==> src/rtl/gift_pkg.sv <==
// ----------------------------------------------------------------------------
// GIFT-64-128 package
// Round constants, S-boxes, permutation and key update helpers.
// ----------------------------------------------------------------------------
`timescale 1ns / 1ps
package gift_pkg;

  localparam int unsigned BlockW = 64;
  localparam int unsigned KeyW   = 128;
  localparam int unsigned NumRnd = 28;

  typedef logic [BlockW-1:0] block_t;
  typedef logic [KeyW-1:0]   key_t;

  typedef struct packed {
    logic   mode;
    block_t data;
  } item_t;

  function automatic logic [3:0] sbox_fwd(input logic [3:0] v);
    logic [3:0] r;
    begin
      case (v)
        4'h0: r = 4'h1; 4'h1: r = 4'ha; 4'h2: r = 4'h4; 4'h3: r = 4'hc;
        4'h4: r = 4'h6; 4'h5: r = 4'hf; 4'h6: r = 4'h3; 4'h7: r = 4'h9;
        4'h8: r = 4'h2; 4'h9: r = 4'hd; 4'ha: r = 4'hb; 4'hb: r = 4'h7;
        4'hc: r = 4'h5; 4'hd: r = 4'h0; 4'he: r = 4'h8; default: r = 4'he;
      endcase
      return r;
    end
  endfunction

  function automatic logic [3:0] sbox_inv(input logic [3:0] v);
    logic [3:0] r;
    begin
      case (v)
        4'h0: r = 4'hd; 4'h1: r = 4'h0; 4'h2: r = 4'h8; 4'h3: r = 4'h6;
        4'h4: r = 4'h2; 4'h5: r = 4'hc; 4'h6: r = 4'h4; 4'h7: r = 4'hb;
        4'h8: r = 4'he; 4'h9: r = 4'h7; 4'ha: r = 4'h1; 4'hb: r = 4'ha;
        4'hc: r = 4'h3; 4'hd: r = 4'h9; 4'he: r = 4'hf; default: r = 4'h5;
      endcase
      return r;
    end
  endfunction

  function automatic int unsigned perm_pos(input int unsigned i);
    int unsigned q, m, j;
    begin
      q = i / 16;
      m = i % 16;
      j = i % 4;
      return 4 * q + 16 * ((3 * (m / 4) + j) % 4) + j;
    end
  endfunction

  // Round constant for round r (0-based)
  function automatic logic [5:0] rcon(input int unsigned r);
    logic [5:0] c;
    begin
      c = '0;
      for (int unsigned n = 0; n <= r; n++) begin
        c = {c[4:0], ~(c[5] ^ c[4])};
      end
      return c;
    end
  endfunction

  function automatic block_t add_round(input block_t x, input logic [15:0] u,
                                       input logic [15:0] v, input logic [5:0] c);
    block_t y;
    begin
      y = x;
      for (int i = 0; i < 16; i++) begin
        y[4*i]   = y[4*i] ^ v[i];
        y[4*i+1] = y[4*i+1] ^ u[i];
      end
      for (int i = 0; i < 6; i++) begin
        y[4*i+3] = y[4*i+3] ^ c[i];
      end
      y[63] = ~y[63];
      return y;
    end
  endfunction

  // Key update: k7..k0 <- k1>>>2, k0>>>12, k7..k2
  function automatic key_t key_next(input key_t k);
    logic [15:0] k0, k1;
    begin
      k0 = k[15:0];
      k1 = k[31:16];
      return {{k1[1:0], k1[15:2]}, {k0[11:0], k0[15:12]}, k[127:32]};
    end
  endfunction

  // Key state at the start of round r
  function automatic key_t key_at(input key_t k, input int unsigned r);
    key_t t;
    begin
      t = k;
      for (int unsigned n = 0; n < r; n++) begin
        t = key_next(t);
      end
      return t;
    end
  endfunction

endpackage

==> src/rtl/gift_round.sv <==
// ----------------------------------------------------------------------------
// GIFT round stage
// One registered round, encryption or decryption selected per transaction.
// ----------------------------------------------------------------------------
`timescale 1ns / 1ps
module gift_round import gift_pkg::*; #(
  parameter int unsigned Rnd = 0
) (
  input  logic   clk_i,
  input  logic   rst_ni,
  input  logic   en_i,
  input  logic   valid_i,
  input  item_t  item_i,
  input  key_t   key_i,
  output logic   valid_o,
  output item_t  item_o
);
  // Decrypt uses round NumRnd-1-Rnd
  localparam int unsigned DecRnd = NumRnd - 1 - Rnd;
  localparam logic [5:0] EncC = rcon(Rnd);
  localparam logic [5:0] DecC = rcon(DecRnd);

  key_t   kenc, kdec;
  block_t enc_s, enc_p, dec_a, dec_p, res;
  item_t  item_d, item_q;
  logic   valid_q;

  always_comb begin
    kenc = key_at(key_i, Rnd);
    kdec = key_at(key_i, DecRnd);
    for (int n = 0; n < 16; n++) begin
      enc_s[4*n +: 4] = sbox_fwd(item_i.data[4*n +: 4]);
    end
    for (int unsigned i = 0; i < 64; i++) begin
      enc_p[perm_pos(i)] = enc_s[i];
    end
    dec_a = add_round(item_i.data, kdec[31:16], kdec[15:0], DecC);
    for (int unsigned i = 0; i < 64; i++) begin
      dec_p[i] = dec_a[perm_pos(i)];
    end
    for (int n = 0; n < 16; n++) begin
      dec_p[4*n +: 4] = sbox_inv(dec_p[4*n +: 4]);
    end
    res = item_i.mode ? dec_p : add_round(enc_p, kenc[31:16], kenc[15:0], EncC);
    item_d = '{mode: item_i.mode, data: res};
  end

  always_ff @(posedge clk_i or negedge rst_ni) begin
    if (!rst_ni) begin
      valid_q <= 1'b0;
    end else if (en_i) begin
      valid_q <= valid_i;
    end
  end

  always_ff @(posedge clk_i) begin
    if (en_i) begin
      item_q <= item_d;
    end
  end

  assign valid_o = valid_q;
  assign item_o  = item_q;
endmodule

==> config.mk <==
export PLATFORM = sky130hd
export DESIGN_NAME = gift_round
export DESIGN_NICKNAME = d
export VERILOG_FILES = /design/src/rtl/gift_pkg.sv /design/src/rtl/gift_round.sv
export SDC_FILE = /design/constraint.sdc
export NUM_CORES = 1
export LEC_CHECK = 0
export BUFFER_PORTS_ARGS = -buffer_cell sky130_fd_sc_hd__buf_2
export CORE_MARGIN = 3
export CORE_UTILIZATION = 40
export CTS_CLUSTER_SIZE = 30
export DETAILED_ROUTE_END_ITERATION = 12
export PLACE_DENSITY = 0.76
export SKIP_LAST_GASP = 1
export SLEW_MARGIN = 15
export SYNTH_ARGS = -nofsm -noshare
export SYNTH_HDL_FRONTEND = slang
export SYNTH_SLANG_ARGS = --single-unit
==> constraint.sdc <==
create_clock -name clk_i -period 1.25 [get_ports clk_i]
set_input_delay 0.0625 -clock clk_i [delete_from_list [all_inputs] [get_ports clk_i]]
set_output_delay 0.0625 -clock clk_i [all_outputs]
set_load 0.005 [all_outputs]
Word-level counts from Yosys, hierarchy flattened --
Memory sizes are Yosys's and may differ from the RTL's. Index checks and enable logic that the tools add are counted.
Word-level totals: register bits after elaboration 66, ROM bits 2048, input bits 197, word-level logic and storage cells 106, memories kept 32
Memories:
- (no name shown) | depth 16, width 4, rd ports 1, clocked after memory_dff 0, wr ports 0, RTL line gift_pkg.sv:23 | case (v)
- (no name shown) | depth 16, width 4, rd ports 1, clocked after memory_dff 0, wr ports 0, RTL line gift_pkg.sv:23
- (no name shown) | depth 16, width 4, rd ports 1, clocked after memory_dff 0, wr ports 0, RTL line gift_pkg.sv:23
- (no name shown) | depth 16, width 4, rd ports 1, clocked after memory_dff 0, wr ports 0, RTL line gift_pkg.sv:23
- (no name shown) | depth 16, width 4, rd ports 1, clocked after memory_dff 0, wr ports 0, RTL line gift_pkg.sv:23
- (no name shown) | depth 16, width 4, rd ports 1, clocked after memory_dff 0, wr ports 0, RTL line gift_pkg.sv:23
- +26 memories
Operators by class: muxes and demuxes 1, bitwise operators 70
Operator list (count):
- 64-bit two-way mux | 1
- 1-bit bitwise XOR | 64
- 1-bit NOT | 6

Longest topological paths before layout --
An unclocked memory read counts as a cell.
depth after elaboration 3, mapped depth 7

Worst setup path before layout --
Ideal clock, no wire load.
path type input -> register, from in item_i[5] in the netlist's numbering, to reg item_q, in the netlist item_o[21] (data pin), library setup time 0.268 ns, data arrival time 1.264 ns, setup slack -0.282 ns, cell stages on the path 6, buffers on the path 0, cell sequence xnor2_1 > inv_1 > ha_1 > mux4_1 > nand2_1 > o21ai_0
Between the ends: word-level cells in the longest chain between the ends 3
Ends and longest elaborated chain:
- start: declaration | RTL line gift_round.sv:13 | input item_t item_i,
- 1-bit bitwise XOR | RTL line gift_pkg.sv:75 | y[4*i+1] = y[4*i+1] ^ u[i];
- memory read 16 x 4 bit
- 64-bit two-way mux | RTL line gift_round.sv:44 | res = item_i.mode ? dec_p : add_round(enc_p, kenc[31:16], kenc[15:0], EncC);
- net res[21] | RTL line gift_round.sv:24 | block_t enc_s, enc_p, dec_a, dec_p, res;
- end signal: assignment | RTL line gift_round.sv:58 | item_q <= item_d;
- end: declaration | RTL line gift_round.sv:25 | item_t item_d, item_q;
The timed path passes the listed nets, and every way through them passes these cells. A chain may end at the register's enable or synchronous reset.

Worst setup path in the final report --
from in key_i[117], to reg item_q, in the netlist item_o[28] (data pin)
Between the ends: word-level cells in the longest chain between the ends 3
Ends and longest elaborated chain:
- start: declaration | RTL line gift_round.sv:14 | input key_t key_i,
- 1-bit bitwise XOR | RTL line gift_pkg.sv:75
- memory read 16 x 4 bit
- 64-bit two-way mux | RTL line gift_round.sv:44
- net res[28] | RTL line gift_round.sv:24
The timed path passes the listed nets, and every way through them passes these cells.

==> out/qor.txt <==
========================================================================================
Headroom to the max-slew limit                                                     71.9%
Number of I/O pins                                                                   263
Post-Synth XOR/XNOR Area                                                           15.6%
FF-to-FF path depth                                                                    1
Post-detail-place hpwl                                                         18,900 um
Vias after detailed routing                                                        6,727
Effective utilization at floorplan                                                 40.9%
Root buffer cell                                                               clkbuf_16
Max-capacitance violation count                                                        0
Total power draw                                                                 10.2 mW
Antenna-violating nets left                                                            0
Largest family of logic cells by synthesized area                           multiplexers
Synthesized netlist net count                                                      1,047
Synthesis-stage register bit count                                                    66
Adder and majority cell fraction of the synthesized area                           13.2%
FP Rows                                                                               49
Clock net sink count                                                                  66
Endpoint of the lowest-slack register-to-register path                           valid_o
Type of the worst setup path                                                input port to register
Maximum number of pins on one net before global-route repair                          37
Aggregate global routing overflow                                                      0
Worst IR Drop VDD                                                               0.493 mV
Util after Layout                                                                  61.5%
Type of the tightest min-delay check                                        input port to asynchronous set/reset pin
Avg Vias per Cell                                                                   5.02
Data arrival at the endpoint of the critical path                                1.34 ns
Crit Reg-Reg Startpoint                                                          valid_o
Clock network latency to the later pin of the worst-skew pair                    0.34 ns
Vias in the first global route                                                     6,742
Summed instance area of the synthesized netlist                                 7400 um2
Chip height                                                                       142 um
Leak pwr                                                                         5.21 nW
Synth Area in Compound Gates                                                       10.1%
Worst-case setup margin in the final layout                                   -0.0236 ns
Highest clock frequency the design can meet                                      785 MHz
Layout cells sized above 1                                                         47.5%
Mean area per synthesized cell                                                  9.59 um2
Worst slack on hold paths                                                      0.0225 ns
Yosys cell types                                                                      38
Clock Skews                                                                         0 ns
Outcome                                                                     finished with violations
Transition time of the tightest slew-check pin                                  0.418 ns
Category of the worst setup path capture point                                  register
Multiplexer area fraction after synthesis                                          20.9%
Setup Viol. Count Final                                                                1
Deepest level of the CTS H-tree                                                        3
First drt pass iteration count                                                         5
Number of max-slew violations in the final report                                      0
Wire length of the first global-routing pass                                   35,100 um
Inserted Diodes                                                                        0
Power per cell area                                                           913 nW/um2
Violated checks                                                             negative setup slack
Setup Slack @ Placement                                                        -0.476 ns
Unrepaired setup endpoints after global routing                                      yes
Area after DPL                                                                10,600 um2
Die span in x                                                                     142 um
Fin cells                                                                          1,340
Area enclosed by the die boundary                                             20,200 um2
Share of synthesized area occupied by flip-flops and latches                       26.7%
DRC errors left                                                                        0
Hold Fails Final Rpt                                                                   0
Instance count after placement with tap cells included                             1,314
TritonCTS clock tree                                                               built
Clock transition at path regs                                                    0.06 ns
Count of routing violations after the opening detailed-route iteration               341
Detailed-route wire length per cell                                              17.3 um
Setup slack, reg-to-reg                                                          0.52 ns
Synthesis Warnings                                                                     0
Total global routing track utilization                                             22.4%
Final estimated routing congestion in global placement                             0.873
Final net count                                                                    1,381
Type of origin of the critical path                                           input port
Design Area, Final                                                            11,100 um2
Total detailed-routing wirelength                                              23,100 um
Num CTS Buffers                                                                        9
Std-Cell Core Area                                                            18,100 um2
Final worst path period need                                                     1.27 ns
Number of standard cells after synthesis                                             772
Buffer levels on the longest clock path                                                2
Count of port buffers added during placement                                         198
Initial antenna violation count                                                        2
Syn-to-layout area delta                                                           50.3%
Critical path required time                                                      1.31 ns
Portion of the clock cycle consumed by the worst path in the final layout           102%
Final total negative setup slack                                              -0.0236 ns
Share of synthesized cell area in and, or, nand and nor gates                      5.36%
Maximum fanout count along the critical path                                           3
========================================================================================
## critical path, cell delays in order
cell,delay (ns)
buf_2,0.13
xor2_4,0.20
ha_4,0.28
nor2b_2,0.19
a21oi_1,0.06
o221ai_1,0.23
o21ai_0,0.18
## report_power, final
group	internal, mW	switching, mW	leakage (nW)
Sequential	2.83	0.119	0.647
Combinational	2.29	2.16	4.41
Clock	1.72	1.03	0.148
Total	6.85	3.31	5.21
## worst max path at each step
stage,end,from,depth (start not counted),slack (ns)
detailed placement,item_o[20],key_i[101],8,-0.48
global placement,item_o[20],key_i[101],8,-0.46
floorplan,item_o[29],item_i[37],5,-0.11
global route,item_o[5],item_i[48],7,-0.04
finish,item_o[28],key_i[117],7,-0.02
CTS,item_o[21],item_i[5],7,0.002
## area by class of cell
type                            count  area, um2
Inverter                           98        368
Fill cell                        1442       6960
Clock inverter                      7       83.8
Timing Repair Buffer              370       2420
Sequential cell                    66       1980
Tap cell                          229        287
Multi-Input combinational cell    561       5760
Clock buffer                        9        225
## flip-flops by register name, summed over array words and instances (netlist names)
register / cells
item_o: 65
valid_o: 1
## cells by family (layout without fill, tap and decap cells)
kind of cell | Yosys count | after routing
buffers and inverters | 145 | 484
flip-flops | 66 | 66
AND/OR/NAND/NOR | 95 | 95
multiplexers | 132 | 132
AO/OA/AOI/OAI | 126 | 126
adder cells (fa/ha/maj) | 78 | 78
XOR/XNOR | 130 | 130
## repair_timing
item / CTS / global route
setup buffers: 3 / 5
resized for setup: 8 / 56
pin swaps: 6 / 38
endpoints found under the hold margin: 2 / 0
hold buffers: 2 / 0
setup endpoints to repair: 7 / 30
## synth_stat cells, drive strengths merged
master	n	share of area [%]
ha	78	13
nand4	1	0.085
clkbuf	10	0.51
buf	37	2.7
or4	1	0.10
o21ai	56	3.8
o21a	1	0.10
nand3b	6	0.61
nand2b	1	0.085
nor2	36	1.8
o211ai	7	0.71
o211a	1	0.14
inv	98	5.0
dfrtp	1	0.34
a21o	11	1.1
o41ai	1	0.12
o221ai	5	0.59
o22ai	3	0.25
xnor2	92	11
mux2	25	3.8
nor2b	2	0.17
o31ai	1	0.10
nand2	45	2.3
nand3	3	0.20
mux4	15	4.7
xor2	38	4.6
a211oi	13	1.3
a22o	1	0.12
edfxtp	65	26
a21oi	26	1.8
mux2i	92	12
## layer usage
layer  vias to the layer above  track usage (%)  wire length (um)
met4                         4             7.32               684
met3                        38             3.39              1330
li1                       3309                -                 -
met5                         -                0                27
met2                       225             38.7             11300
met1                      3151             28.9              9830
## cells in the final DEF, fill, tap and decap left out, drive strengths merged, types with 10 or more instances in the layout
master,netlist,routed
clkbuf,10,10
mux2,25,25
a21o,11,11
a211oi,13,13
a21oi,26,26
xor2,38,38
mux4,15,15
o21ai,56,56
nor2,36,36
edfxtp,65,65
inv,98,98
mux2i,92,92
xnor2,92,92
buf,37,367
ha,78,78
nand2,45,45
Note: power is estimated with default switching activity, not from simulation.
